**src/sv/assert_macros.svh**
```systemverilog
// Assertion macros shared by the RTL; clock and reset are the block's port names.
`ifndef ASSERT_MACROS_SVH
`define ASSERT_MACROS_SVH

// Checked only outside reset.
`define GRD_ASSERT(lbl, prop, msg) \
   lbl: assert property (@(posedge clock) disable iff (reset) prop) else $error(msg);

// Checked at every edge, reset included.
`define GRD_ASSERT_ALWAYS(lbl, prop, msg) \
   lbl: assert property (@(posedge clock) prop) else $error(msg);

`endif

```
**src/sv/grd_pkg.sv**
```systemverilog
package grd_pkg;

   localparam int BYTE_W    = 8;
   localparam int STICKS    = 4;
   localparam int MAG_W     = 7;
   localparam int NUM_W     = 2 * MAG_W;
   localparam int DIV_STEPS = MAG_W;
   localparam int CNT_W     = 3;

   localparam logic [BYTE_W-1:0] ANALOG_ID = 8'hCE;
   localparam logic [BYTE_W-1:0] BYTE_MAX  = 8'd255;
   localparam logic [CNT_W-1:0]  DIV_LAST  = CNT_W'(DIV_STEPS - 1);

   typedef logic [STICKS-1:0][BYTE_W-1:0] stick_bytes_type;

   typedef enum logic [1:0] {
      ST_IDLE,
      ST_PREP,
      ST_DIV,
      ST_OUT
   } ctrl_state_type;

   typedef struct packed {
      logic capture;
      logic prep;
      logic step;
      logic publish;
   } dp_cmd_type;

   typedef struct packed {
      logic div_last;
   } dp_status_type;

   function automatic logic [BYTE_W-1:0] flip_byte(input logic [BYTE_W-1:0] b);
      logic [BYTE_W-1:0] r;
      for (int i = 0; i < BYTE_W; i++) begin
         r[BYTE_W-1-i] = b[i];
      end
      return r;
   endfunction

endpackage

```
**src/sv/gamepad_report_decoder.sv**
```systemverilog
// Gamepad poll-response decoder.
// Input channel req_*: one beat per received poll response (id byte, two
// active-low button bytes, four bit-reversed stick bytes). Result channel
// rsp_*: one beat per request with the active-high buttons, the analog flag
// on rsp_tuser, the four restored stick bytes and their signed scaled values.
// Each stick is scaled around a stored center: delta clamped to the center's
// range, times 127, divided by the range. The divide runs in four lanes of a
// restoring divider, one quotient bit per cycle. req_tready is high only
// between items: no new request is taken while one is being decoded.
// A finished result waits in the output register; the next request is taken
// while it waits, and a new result is held back until that beat is taken.
// Reset clears the analog history and the four centers to zero and empties
// the output register. Entering analog mode (id 0xCE after any other id)
// captures the centers from that response, so its scaled values are zero.
`include "assert_macros.svh"

module gamepad_report_decoder (
   input  logic        clock,
   input  logic        reset,
   input  logic        req_tvalid,
   output logic        req_tready,
   // id_byte, buttons_low_byte, buttons_high_byte, right_horiz_byte,
   // right_vert_byte, left_horiz_byte, left_vert_byte
   input  logic [55:0] req_tdata,
   output logic        rsp_tvalid,
   input  logic        rsp_tready,
   // pressed_buttons, right_horiz_raw, right_vert_raw, left_horiz_raw,
   // left_vert_raw, right_horiz_scaled, right_vert_scaled,
   // left_horiz_scaled, left_vert_scaled
   output logic [79:0] rsp_tdata,
   // analog_active
   output logic        rsp_tuser
);
   import grd_pkg::*;

   dp_cmd_type          cmd;
   dp_status_type       status;
   stick_bytes_type     stick_bytes;
   stick_bytes_type     stick_raw;
   stick_bytes_type     stick_scaled;
   logic [2*BYTE_W-1:0] pressed_buttons;

   assign stick_bytes = req_tdata[55:24];

   grd_ctrl u_ctrl (
      .clock      (clock),
      .reset      (reset),
      .req_tvalid (req_tvalid),
      .req_tready (req_tready),
      .rsp_tvalid (rsp_tvalid),
      .rsp_tready (rsp_tready),
      .status     (status),
      .cmd        (cmd)
   );

   grd_datapath u_datapath (
      .clock             (clock),
      .reset             (reset),
      .cmd               (cmd),
      .status            (status),
      .id_byte           (req_tdata[7:0]),
      .buttons_low_byte  (req_tdata[15:8]),
      .buttons_high_byte (req_tdata[23:16]),
      .stick_bytes       (stick_bytes),
      .pressed_buttons   (pressed_buttons),
      .analog_active     (rsp_tuser),
      .stick_raw         (stick_raw),
      .stick_scaled      (stick_scaled)
   );

   assign rsp_tdata = {stick_scaled, stick_raw, pressed_buttons};

   `GRD_ASSERT(a_capture_then_prep, cmd.capture |=> cmd.prep, "capture not followed by prep")
   `GRD_ASSERT(a_publish_slot_free, cmd.publish |-> (!rsp_tvalid || rsp_tready), "result overwritten")
   `GRD_ASSERT(a_no_accept_in_div, cmd.step |-> !req_tready, "request taken during divide")
   `GRD_ASSERT_ALWAYS(a_reset_empty, reset |=> !rsp_tvalid, "output valid after reset")

endmodule

```
**src/sv/grd_ctrl.sv**
```systemverilog
module grd_ctrl (
   input  logic                  clock,
   input  logic                  reset,
   input  logic                  req_tvalid,
   output logic                  req_tready,
   output logic                  rsp_tvalid,
   input  logic                  rsp_tready,
   input  grd_pkg::dp_status_type status,
   output grd_pkg::dp_cmd_type    cmd
);
   import grd_pkg::*;

   ctrl_state_type state_ff, state_in;
   logic           out_valid_ff, out_valid_in;

   always_ff @(posedge clock) begin
      if (reset) begin
         state_ff     <= ST_IDLE;
         out_valid_ff <= 1'b0;
      end else begin
         state_ff     <= state_in;
         out_valid_ff <= out_valid_in;
      end
   end

   always_comb begin
      state_in   = state_ff;
      cmd        = '0;
      req_tready = 1'b0;
      case (state_ff)
         ST_IDLE: begin
            req_tready = 1'b1;
            if (req_tvalid) begin
               cmd.capture = 1'b1;
               state_in    = ST_PREP;
            end
         end
         ST_PREP: begin
            cmd.prep = 1'b1;
            state_in = ST_DIV;
         end
         ST_DIV: begin
            cmd.step = 1'b1;
            if (status.div_last) begin
               state_in = ST_OUT;
            end
         end
         ST_OUT: begin
            // load the output beat once the slot is free or draining
            if (!out_valid_ff || rsp_tready) begin
               cmd.publish = 1'b1;
               state_in    = ST_IDLE;
            end
         end
         default: begin
            state_in = ST_IDLE;
         end
      endcase

      if (cmd.publish) begin
         out_valid_in = 1'b1;
      end else if (rsp_tready) begin
         out_valid_in = 1'b0;
      end else begin
         out_valid_in = out_valid_ff;
      end
   end

   assign rsp_tvalid = out_valid_ff;

endmodule

```
**src/sv/grd_datapath.sv**
```systemverilog
module grd_datapath (
   input  logic                          clock,
   input  logic                          reset,
   input  grd_pkg::dp_cmd_type           cmd,
   output grd_pkg::dp_status_type        status,
   input  logic [grd_pkg::BYTE_W-1:0]    id_byte,
   input  logic [grd_pkg::BYTE_W-1:0]    buttons_low_byte,
   input  logic [grd_pkg::BYTE_W-1:0]    buttons_high_byte,
   input  grd_pkg::stick_bytes_type      stick_bytes,
   output logic [2*grd_pkg::BYTE_W-1:0]  pressed_buttons,
   output logic                          analog_active,
   output grd_pkg::stick_bytes_type      stick_raw,
   output grd_pkg::stick_bytes_type      stick_scaled
);
   import grd_pkg::*;

   // state across items
   logic                        was_analog_ff, was_analog_in;
   stick_bytes_type             centers_ff, centers_in;

   // captured item
   logic [2*BYTE_W-1:0]         buttons_ff, buttons_in;
   logic                        analog_ff, analog_in;
   stick_bytes_type             raw_ff, raw_in;
   stick_bytes_type             flipped;

   // divider lanes
   logic [STICKS-1:0][MAG_W-1:0] rem_ff, rem_in;
   logic [STICKS-1:0][MAG_W-1:0] low_ff, low_in;
   logic [STICKS-1:0][MAG_W-1:0] den_ff, den_in;
   logic [STICKS-1:0][MAG_W-1:0] quo_ff, quo_in;
   logic [STICKS-1:0]            neg_ff, neg_in;
   logic [STICKS-1:0]            zero_ff, zero_in;
   logic [CNT_W-1:0]             cnt_ff, cnt_in;

   // result register
   logic [2*BYTE_W-1:0]         out_buttons_ff, out_buttons_in;
   logic                        out_analog_ff, out_analog_in;
   stick_bytes_type             out_raw_ff, out_raw_in;
   stick_bytes_type             out_scaled_ff, out_scaled_in;

   always_ff @(posedge clock) begin
      if (reset) begin
         was_analog_ff <= 1'b0;
         centers_ff    <= '0;
      end else begin
         was_analog_ff <= was_analog_in;
         centers_ff    <= centers_in;
      end
   end

   always_ff @(posedge clock) begin
      buttons_ff     <= buttons_in;
      analog_ff      <= analog_in;
      raw_ff         <= raw_in;
      rem_ff         <= rem_in;
      low_ff         <= low_in;
      den_ff         <= den_in;
      quo_ff         <= quo_in;
      neg_ff         <= neg_in;
      zero_ff        <= zero_in;
      cnt_ff         <= cnt_in;
      out_buttons_ff <= out_buttons_in;
      out_analog_ff  <= out_analog_in;
      out_raw_ff     <= out_raw_in;
      out_scaled_ff  <= out_scaled_in;
   end

   always_comb begin
      logic [BYTE_W-1:0]   ctr;
      logic [BYTE_W-1:0]   rng8;
      logic [MAG_W-1:0]    rng;
      logic signed [BYTE_W:0] delta;
      logic [BYTE_W:0]     abs_d;
      logic [MAG_W-1:0]    mag;
      logic [NUM_W-1:0]    num;
      logic [MAG_W:0]      trial;
      logic [MAG_W:0]      diff;
      logic                ge;
      logic [BYTE_W-1:0]   q8;

      ctr   = '0;
      rng8  = '0;
      rng   = '0;
      delta = '0;
      abs_d = '0;
      mag   = '0;
      num   = '0;
      trial = '0;
      diff  = '0;
      ge    = 1'b0;
      q8    = '0;

      was_analog_in  = was_analog_ff;
      centers_in     = centers_ff;
      buttons_in     = buttons_ff;
      analog_in      = analog_ff;
      raw_in         = raw_ff;
      rem_in         = rem_ff;
      low_in         = low_ff;
      den_in         = den_ff;
      quo_in         = quo_ff;
      neg_in         = neg_ff;
      zero_in        = zero_ff;
      cnt_in         = cnt_ff;
      out_buttons_in = out_buttons_ff;
      out_analog_in  = out_analog_ff;
      out_raw_in     = out_raw_ff;
      out_scaled_in  = out_scaled_ff;

      for (int i = 0; i < STICKS; i++) begin
         flipped[i] = flip_byte(stick_bytes[i]);
      end

      if (cmd.capture) begin
         buttons_in    = ~{buttons_high_byte, buttons_low_byte};
         analog_in     = (id_byte == ANALOG_ID);
         raw_in        = flipped;
         was_analog_in = analog_in;
         // analog mode just began: take this response as the centers
         if (analog_in && !was_analog_ff) begin
            centers_in = flipped;
         end
      end

      if (cmd.prep) begin
         cnt_in = '0;
         for (int i = 0; i < STICKS; i++) begin
            ctr   = centers_ff[i];
            rng8  = ctr[BYTE_W-1] ? (BYTE_MAX - ctr) : ctr;
            rng   = rng8[MAG_W-1:0];
            delta = $signed({1'b0, raw_ff[i]}) - $signed({1'b0, ctr});
            abs_d = delta[BYTE_W] ? (BYTE_W+1)'(-delta) : (BYTE_W+1)'(delta);
            // clamp magnitude to the range of this stick
            mag   = (abs_d > {2'b00, rng}) ? rng : abs_d[MAG_W-1:0];
            num   = {mag, {MAG_W{1'b0}}} - {{MAG_W{1'b0}}, mag};
            rem_in[i]  = num[NUM_W-1:MAG_W];
            low_in[i]  = num[MAG_W-1:0];
            den_in[i]  = rng;
            quo_in[i]  = '0;
            neg_in[i]  = delta[BYTE_W];
            zero_in[i] = (rng == '0);
         end
      end

      if (cmd.step) begin
         cnt_in = cnt_ff + 1'b1;
         for (int i = 0; i < STICKS; i++) begin
            trial     = {rem_ff[i], low_ff[i][MAG_W-1]};
            ge        = (trial >= {1'b0, den_ff[i]});
            diff      = trial - {1'b0, den_ff[i]};
            rem_in[i] = ge ? diff[MAG_W-1:0] : trial[MAG_W-1:0];
            low_in[i] = {low_ff[i][MAG_W-2:0], 1'b0};
            quo_in[i] = {quo_ff[i][MAG_W-2:0], ge};
         end
      end

      if (cmd.publish) begin
         out_buttons_in = buttons_ff;
         out_analog_in  = analog_ff;
         out_raw_in     = raw_ff;
         for (int i = 0; i < STICKS; i++) begin
            q8 = {1'b0, quo_ff[i]};
            if (zero_ff[i]) begin
               out_scaled_in[i] = '0;
            end else if (neg_ff[i]) begin
               out_scaled_in[i] = BYTE_W'(-q8);
            end else begin
               out_scaled_in[i] = q8;
            end
         end
      end
   end

   assign status.div_last = (cnt_ff == DIV_LAST);

   assign pressed_buttons = out_buttons_ff;
   assign analog_active   = out_analog_ff;
   assign stick_raw       = out_raw_ff;
   assign stick_scaled    = out_scaled_ff;

endmodule

```
**config.mk**
```make
export PLATFORM = sky130hd
export DESIGN_NAME = gamepad_report_decoder
export DESIGN_NICKNAME = d
export VERILOG_FILES = /design/src/sv/grd_pkg.sv /design/src/sv/gamepad_report_decoder.sv /design/src/sv/grd_ctrl.sv /design/src/sv/grd_datapath.sv
export VERILOG_INCLUDE_DIRS = /design/src /design/src/sv
export SDC_FILE = /design/constraint.sdc
export NUM_CORES = 1
export LEC_CHECK = 0
export BUFFER_PORTS_ARGS = -buffer_cell sky130_fd_sc_hd__buf_2
export CAP_MARGIN = 25
export CORE_MARGIN = 4
export CORE_UTILIZATION = 40
export DETAILED_ROUTE_END_ITERATION = 16
export PLACE_DENSITY = 0.58
export SYNTH_ARGS = -nofsm -noshare
export SYNTH_HDL_FRONTEND = slang
export SYNTH_HIERARCHICAL = 1
export SYNTH_SLANG_ARGS = --single-unit
```
**constraint.sdc**
```tcl
create_clock -name clock -period 17.5 [get_ports clock]
set_clock_uncertainty 0.15 [all_clocks]
set_input_delay 2.625 -clock clock [delete_from_list [all_inputs] [get_ports clock]]
set_output_delay 2.625 -clock clock [all_outputs]
set_load 0.03 [all_outputs]
```
After elaboration in Yosys (flattened, before gate mapping)
Cells that the tools add are included.

Bits in read-only memories: 0. Output and inout bits: 83. Memories: 0. Memory bits (writable): 0. Latch bits: 0. Register bits: 289.

Equality and inequality tests: 8. Bitwise logic cells: 5. Reduce and logical (&&, ||, !) cells: 17. Add/sub/neg operators: 25. Multiplexer cells: 41. Div/mod/pow operators: 0. Order comparisons: 8. Shifts and indexed selects: 0. Multiply operators: 0.

Operators with widths (number): two-way mux 28 bit (6); two-way mux 7 bit (16); subtractor 14 x 7 -> 14 bit (4); > comparator 9 x 7 -> 1 bit (4); two-way mux 9 bit (4); negation 9 bit (4); subtractor 8 x 8 -> 9 bit (4); greater-or-equal comparator 8 x 7 -> 1 bit (4); negation 7 -> 8 bit (4); zero test 7 bit (4); subtractor 7 bit (4); subtractor 7 bit (first input constant) (4); inverter 16 bit (1); two-way mux 1 bit (9); equality test 8 bit (second input constant) (1); one-hot mux 2 bit (4 select lines) (1); OR reduction 2 bit (4); two-way mux 2 bit (3); two-way mux 3 bit (2); equality test 2 bit (second input constant) (2); inequality test 2 bit (second input constant) (2); inverter 1 bit (4); nonzero test 2 bit (2); adder 3 x 1 -> 3 bit (second input constant) (1); 9 further kinds (10).

Logic depth before layout (Yosys ltp)
Gate-level depths: netlist of run 1.

Word-level depth: 8. Mapped depth: 27.

Hierarchy
The synthesis of run 1 kept the hierarchy.

Modules (own cells, without submodules): grd_datapath (area each 16882.4 um^2, cells each 1631, sequential area each 8217.9 um^2, times used 1); grd_ctrl (area each 210.2 um^2, cells each 24, sequential area each 60.1 um^2, times used 1).

Least setup slack after synthesis of run 1
OpenSTA, ideal clock, no wires.

Kind: reg-to-reg. Start: reg u_datapath/raw_ff[16] (netlist bit). End: reg u_datapath/rem_ff[18] (netlist bit) (data pin). Arrival time: 5.151 ns. Stages on the path, launching flop included: 26. Data required time: 17.091 ns. Slack: 11.940 ns. Setup time: 0.259 ns. Clock period less this slack: 5.560 ns. Path through: edfxtp_1 inv_1 ha_1 inv_1 fa_1 a21o_1 a41oi_1 a31oi_1 clkbuf_1 nor2_1 xnor2_1 inv_1 ha_1 a21o_1 a21oi_1 o21ai_0 o21ai_0 nor2b_1 a22oi_4 mux2i_1 ha_1 clkbuf_1 o211ai_1 mux2_2 o2111a_1 o31a_1.

RTL lines: start, declared (line grd_datapath.sv:24) `stick_bytes_type raw_ff, raw_in;`; start signal, assigned (line grd_datapath.sv:55) `raw_ff <= raw_in;`; end signal, assigned (line grd_datapath.sv:56) `rem_ff <= rem_in;`; end, declared (line grd_datapath.sv:28) `logic [STICKS-1:0][MAG_W-1:0] rem_ff, rem_in;`.

==> impl_metrics.toml, run 1 <==
[timing]
slew_viol_final = 0
min_period_ns = 6.47
finalCritPeriodShare_pct = 36.9
setup_violations = 0
rsz0062_at_grt = "false"
setup_tns_ns = 0
tightest_slew_ns = 0.969
fmax_ghz = 0.155
max_slew_margin_pct = 35.1
holdWs_ns = 0.269
hold_viol = 0

[power]
swShare_pct = 39.5
p_leak_nw = 7.73
clkPwrFrac_pct = 20.4
p_int_w = 0.00211
power_density_nw_per_um2 = 178
seqPwrFrac_pct = 32.6
peakVddDrop_uv = 98.6
power_switching_w = 0.00137
p_comb_share_pct = 47.0

[floorplan]
dieArea_um2 = 46100
io_pins = 143
die_height_um = 215
num_rows = 75
core_area_um2 = 42100
fp.dieW_um = 215
initial_core_util_pct = 40.6

[logic_synthesis]
syn_area_um2 = 17100
async_reset_ff_share_pct = 0
synth-seq-cells = 289
synth-edff-count = 249
synthCells = 1655
ys.flop_type = "edfxtp_1"
synth.distinct_cells = 88
syn_nets = 1825
ys_warn_count = 6
avgSynthCellArea_um2 = 10.3
ys_seq_area_share_pct = 48.4

[setup_path]
r2r_cells = 21
worstPathRequired_ns = 17.62
cp.depth = 21
crit_start = "u_datapath/centers_ff[23]"
cp_max_fo = 18
cpPeakStageDelay_ns = 0.71
worstSetupPathType = "register to register"
cp.arrival_ns = 6.58
worstPathCellList = "inv_1, ha_1, o21a_1, nor2_1, a31oi_1, nor2_1, xnor2_1, inv_1, ha_1, a21o_1, a21oi_1, o21ai_0, o21ai_0, nor2b_1, a22oi_4, mux2i_1, ha_1, o211ai_1, mux2_2, o2111a_1, o31a_1"
reg2reg_from = "u_datapath/centers_ff[23]"
crit_slowest_cell = "a31oi_1"
cpLargestDelayFamily = "compound AO/OA/AOI/OAI gates"
cpMostUsedCell = "ha_1"
ff2ff_setup_slack_ns = 11.03
cp-end-kind = "register"
crit_buf_inv = 2
worstSetupStartpointType = "register"

[clocking]
cts_buffers = 35
cts_tree = "done"
htreeDepth = 2
cts_max_path_buffers = 3
cts_hold_buf = 0
cts-root-buf = "clkbuf_16"
clkLatencyLatePin_ns = 0.53
clk_pin_slew_ns = 0.06
cts_setup_buffers = 0
cts_sinks = 289
cts_resized = 0

[cells_and_area]
seq_area_um2 = 8280
final_cell_area_um2 = 19500
fin_cells = 2358
fin_util_pct = 46.3
area_growth_pct = 14.1
fin_nets = 1963
multi_input_area_um2 = 7980
antenna_cells = 0
fillers = 3909
layout-drive-gt1-share_pct = 13.6

[worst_hold_path]
holdCritStartpoint = "u_datapath/buttons_ff[14]"
hold-path-cell-count = 0
hp-class = "register to register"

[global_routing]
overflow = 0
grt_max_degree = 86
grt.total_usage_pct = 17.3
antenna_found_initial = 0
grt_first_pass_wirelength_mm = 66.1
grt_pass1_vias = 12500

[placement]
finalWeightedCongestion = 0.886
port_buffers = 142
dp_hpwl_mm = 29.1
dp_cells = 2294
post_dp_cell_area_um2 = 18400

[routing]
drtIter0Drc = 666
via_count = 12500
via_per_inst = 5.31
route.detailed.wl_per_inst_um = 17.2
dr.pass1.iters = 5
detail-route-antenna-nets = 0
routed_wirelength_mm = 40.5
drc = 0

[run_status]
outcome = "complete, no violations"

[run]
cap_violations = 0
==> final timing paths <==
check / end
worst max register to register: u_datapath/rem_ff[18]
worst min-delay path: u_datapath/pressed_buttons[14]
worst max-delay path: u_datapath/rem_ff[18]
worst min register to register: u_datapath/pressed_buttons[14]
==> worst register-to-register path, cell delays in order (launching register included) <==
cell,delay [ns]
dfxtp_1,0.66
inv_1,0.10
ha_1,0.38
o21a_1,0.14
nor2_1,0.03
a31oi_1,0.71
nor2_1,0.19
xnor2_1,0.32
inv_1,0.09
ha_1,0.31
a21o_1,0.11
a21oi_1,0.06
o21ai_0,0.17
o21ai_0,0.12
nor2b_1,0.18
a22oi_4,0.56
mux2i_1,0.58
ha_1,0.39
o211ai_1,0.12
mux2_2,0.31
o2111a_1,0.27
o31a_1,0.28
==> power by group through the flow <==
stage / clock network [W] / registers (W) / logic [W]
after floorplan: 0 / 0.00115 / 0.00123
after global placement: 0 / 0.00114 / 0.00159
after detailed placement: 0 / 0.00115 / 0.00163
after CTS: 0.000738 / 0.00114 / 0.00164
after global routing: 0.000765 / 0.00116 / 0.00183
final: 0.000710 / 0.00114 / 0.00163
==> sequential cells by signal, summed over array words and instances (netlist names), 2 cells and up <==
name                        cells
u_ctrl/state_ff                 2
u_datapath/buttons_ff          16
u_datapath/centers_ff          32
u_datapath/cnt_ff               3
u_datapath/den_ff              28
u_datapath/low_ff              28
u_datapath/neg_ff               4
u_datapath/pressed_buttons     16
u_datapath/quo_ff              28
u_datapath/raw_ff              32
u_datapath/rem_ff              28
u_datapath/stick_raw           32
u_datapath/stick_scaled        32
u_datapath/zero_ff              4
==> cell usage in the layout, fill, tap and decap left out, drive strengths merged, types with 6 or more instances in the layout <==
| cell | count |
|---|---|
| a211o | 6 |
| a211oi | 12 |
| a21o | 27 |
| a21oi | 87 |
| a31oi | 16 |
| a32o | 7 |
| and2 | 37 |
| and3 | 7 |
| buf | 155 |
| clkbuf | 48 |
| clkinv | 13 |
| dfxtp | 40 |
| edfxtp | 249 |
| fa | 8 |
| ha | 102 |
| inv | 167 |
| mux2 | 11 |
| mux2i | 38 |
| nand2 | 151 |
| nand2b | 23 |
| nand3 | 31 |
| nand4 | 8 |
| nor2 | 117 |
| nor2b | 32 |
| nor3 | 29 |
| nor3b | 9 |
| nor4 | 10 |
| o2111a | 6 |
| o211ai | 25 |
| o21a | 9 |
| o21ai | 85 |
| o22ai | 6 |
| o31a | 9 |
| o31ai | 15 |
| or2 | 7 |
| or3 | 16 |
| xnor2 | 61 |
| xor2 | 56 |
==> cell families (layout without fill, tap and decap cells) <==
kind of cell    Yosys count  after routing  share of synthesized area [%]
simple gates            489            489                           13.8
compound gates          379            379                           15.2
flops                   289            289                           48.4
buf+inv                 222            386                           5.10
xor+xnor                117            117                           6.00
fa+ha+maj               110            110                           8.40
mux                      49             49                           3.02
==> per-layer routing <==
metal	GRT usage (%)	vias up	share of wire, %
li1	-	6252	-
met1	23.6	5960	48
met2	28.1	247	45
met3	2.66	68	4.5
met4	6.18	0	3.0
met5	0	-	0
==> synth_stat cells, types with 34 or more instances <==
library cell	count	area, um^2
a21oi_1	87	435
and2_1	34	213
clkbuf_1	41	154
dfxtp_1	40	801
edfxtp_1	249	7480
ha_1	102	1280
inv_1	164	616
mux2i_1	35	350
nand2_1	151	567
nor2_1	117	439
o21ai_0	80	400
xnor2_1	61	534
xor2_1	56	490
==> stage by stage <==
| stage | total power, W | worst slack, ns |
|---|---|---|
| detailed placement | 0.00278 | 11.14 |
| global placement | 0.00273 | 11.37 |
| CTS | 0.00351 | 11.08 |
| finish | 0.00348 | 11.03 |
| global route | 0.00375 | 10.57 |
| floorplan | 0.00238 | 11.94 |
==> cell type report <==
class,count,share of cell area (%)
sequential,289,42.4
tap,539,3.46
clock inverter,15,0.661
clock buffer,48,5.11
timing repair buffer,155,4.23
multi-input combinational,1144,40.9
inverter,168,3.23
Note: power is estimated with default switching activity, not from simulation.
==> run 2: changes to the inputs <==
ABC_AREA = 1   (was unset)
PLACE_DENSITY = 0.6   (was 0.58)
clock period = 5.29 ns   (was 17.5 ns; I/O delays follow)
==> run 2 against run 1 <==
Worst hold slack got worse by 0.0055 ns. Via count is 1.3% higher. First-iteration DRC count up 9.2%. Fmax is 37% higher. Count of clock-buffer cells in the layout down 4. Critical path depth rose by 9. Sequential power rose to 3.3 times the previous value. Non-clock buffer count increased by 2.
==> impl_metrics.toml, run 2 <==
[run_status]
outcome = "complete, no violations"

[clocking]
cts_sinks = 289
clk_pin_slew_ns = 0.06
cts_setup_buffers = 0
cts_resized = 0
cts_tree = "done"
cts_buffers = 35
clkLatencyLatePin_ns = 0.55
htreeDepth = 2
cts_hold_buf = 0
cts_max_path_buffers = 3
cts-root-buf = "clkbuf_16"

[logic_synthesis]
ys_seq_area_share_pct = 49.5
avgSynthCellArea_um2 = 8.95
synthCells = 1868
yosys.area.top_type = "edfxtp_1"
synth-edff-count = 249
synth_top_cells_by_area = "edfxtp_1 (45%), nand2_1 (8.6%), ha_1 (7.6%), inv_1 (6.8%), dfxtp_1 (4.8%)"
yosysTopAreaCellShare_pct = 44.7
ys_warn_count = 6
syn_nets = 2038
ys_top_cells_by_count = "nand2_1 (381), inv_1 (304), edfxtp_1 (249), nor2_1 (131), nor3_1 (109)"
synth.most_common_cell = "nand2_1"
synth-seq-cells = 289
syn_area_um2 = 16700
synth.distinct_cells = 56
async_reset_ff_share_pct = 0
ys.flop_type = "edfxtp_1"

[cells_and_area]
layout-drive-gt1-share_pct = 14.3
final_cell_mix = "nand2_1 (380), inv_1 (303), edfxtp_1 (249)"
antenna_cells = 0
area_growth_pct = 15.1
final_common_cell = "nand2_1"
fin_nets = 2190

[timing]
slew_viol_final = 0
max_slew_margin_pct = 41.7
rsz0062_at_grt = "false"
min_period_ns = 4.73
tightest_slew_ns = 0.875
finalCritPeriodShare_pct = 89.3
hold_viol = 0
finalWorstSetupSlack_ns = 0.563
setup_tns_ns = 0
fmax_ghz = 0.212
setup_violations = 0

[setup_path]
cp_max_fo = 11
worstPathRequired_ns = 5.42
cp-end-kind = "register"
reg2reg_from = "u_datapath/raw_ff[16]"
ff2ff_setup_slack_ns = 0.56
cpMostUsedCell = "nand2_1"
worstSetupStartpointType = "register"
cp.arrival_ns = 4.86
worstSetupPathType = "register to register"
endpoint = "u_datapath/rem_ff[20]"
cpPeakStageDelay_ns = 0.42
r2r_cells = 30
crit_slowest_cell = "edfxtp_1"
crit_start = "u_datapath/raw_ff[16]"
reg2reg_to = "u_datapath/rem_ff[20]"

[run]
cap_violations = 0

[worst_hold_path]
hp-class = "register to register"

[routing]
detail-route-antenna-nets = 0
dr.pass1.iters = 6
drtIter0Drc = 727
via_per_inst = 4.92
drc = 0
routed_wirelength_mm = 37.3
via_count = 12700
route.detailed.wl_per_inst_um = 14.5

[floorplan]
num_rows = 74
dieArea_um2 = 45100
initial_core_util_pct = 40.6
io_pins = 143
core_area_um2 = 41100
die_height_um = 212
fp.dieW_um = 212

[global_routing]
grt_pass1_vias = 12400
antenna_found_initial = 0
grt.total_usage_pct = 16.6
overflow = 0
grt_max_degree = 65
grt_first_pass_wirelength_mm = 62.0

[power]
peakVddDrop_uv = 371
power_density_nw_per_um2 = 611
p_leak_nw = 8.84

[placement]
dp_hpwl_mm = 27.3
port_buffers = 142
finalWeightedCongestion = 0.861
dp_slack_ns = 0.580
[run 2: cell types whose count changed after synthesis, sizes merged, moves of 37 or more]
cell | previous run | this run
mux2i | 38 | 0
inv | 167 | 316
nand3 | 31 | 97
nor3 | 29 | 111
and2 | 37 | 0
nand2 | 151 | 410
[run 2: worst max-delay path, delay by kind of cell (launching register included)]
kind	cells	cell delay (ns)
AOI/OAI and AO/OA	5	0.67
xor gates and xnor gates	1	0.19
adders and majority gates	4	1.10
buffers and inverters	6	0.71
DFF	1	0.42
and+or+nand+nor	14	1.25
[run 2: area by class of cell]
cell class	count	area, um^2
fillers	3943	21900
clock buffers	44	940
repair buffers	157	848
flip-flops and latches	289	8280
well taps	532	666
multi-input cells	1220	7090
clock inverters	20	215
inverters	317	1190
[run 2: logic make-up (layout without fill, tap and decap cells)]
| group | after synthesis | after routing | share of synthesized area (%) |
|---|---|---|---|
| flops | 289 | 289 | 49.5 |
| xor+xnor | 65 | 65 | 3.68 |
| buf+inv | 359 | 538 | 8.18 |
| simple gates | 833 | 833 | 22.8 |
| fa+ha+maj | 110 | 110 | 8.60 |
| compound gates | 212 | 212 | 7.24 |
[run 2: routing by layer]
metal / wire, um / vias up / GRT usage, %
li1: - / 6521 / -
met1: 18300 / 5835 / 23.9
met2: 16200 / 284 / 25.7
met3: 2200 / 44 / 3.81
met4: 617 / 0 / 3.69
met5: 0 / - / 0
[run 2: through the flow]
stage / hold WS, ns / total power [W] / util (%) / cell area [um^2] / std cells
after global routing: 0.258 / 0.0129 / 46.8 / 19200 / 2579
after CTS: 0.255 / 0.0118 / 46.8 / 19200 / 2578
after global placement: 0.251 / 0.00924 / 43.9 / 18000 / 2513
final: 0.263 / 0.0117 / 46.8 / 19200 / 2579
after floorplan: 0.250 / 0.00812 / - / 16700 / 1868
after detailed placement: 0.255 / 0.00939 / 43.9 / 18100 / 2514
[run 2: worst min-delay path by stage]
stage | startpoint | to | cells past startpoint | slack [ns]
2_1_floorplan | u_datapath/analog_ff | u_datapath/analog_active | 0 | 0.25
3_3_place_gp | u_datapath/buttons_ff[4] | u_datapath/pressed_buttons[4] | 0 | 0.25
3_5_place_dp | u_datapath/analog_ff | u_datapath/analog_active | 0 | 0.25
4_1_cts | req_tdata[38] | u_datapath/raw_ff[9] | 1 | 0.25
5_1_grt | req_tdata[26] | u_datapath/raw_ff[5] | 1 | 0.26
6_report | u_datapath/analog_ff | u_datapath/analog_active | 0 | 0.26
[run 2: power breakdown]
group          leakage, nW  internal (W)  total (W)  switching (W)
sequential            2.68       0.00346    0.00379       0.000326
combinational         5.59       0.00185    0.00559        0.00374
clock                0.570       0.00142    0.00237       0.000946
total                 8.84       0.00674     0.0117        0.00501
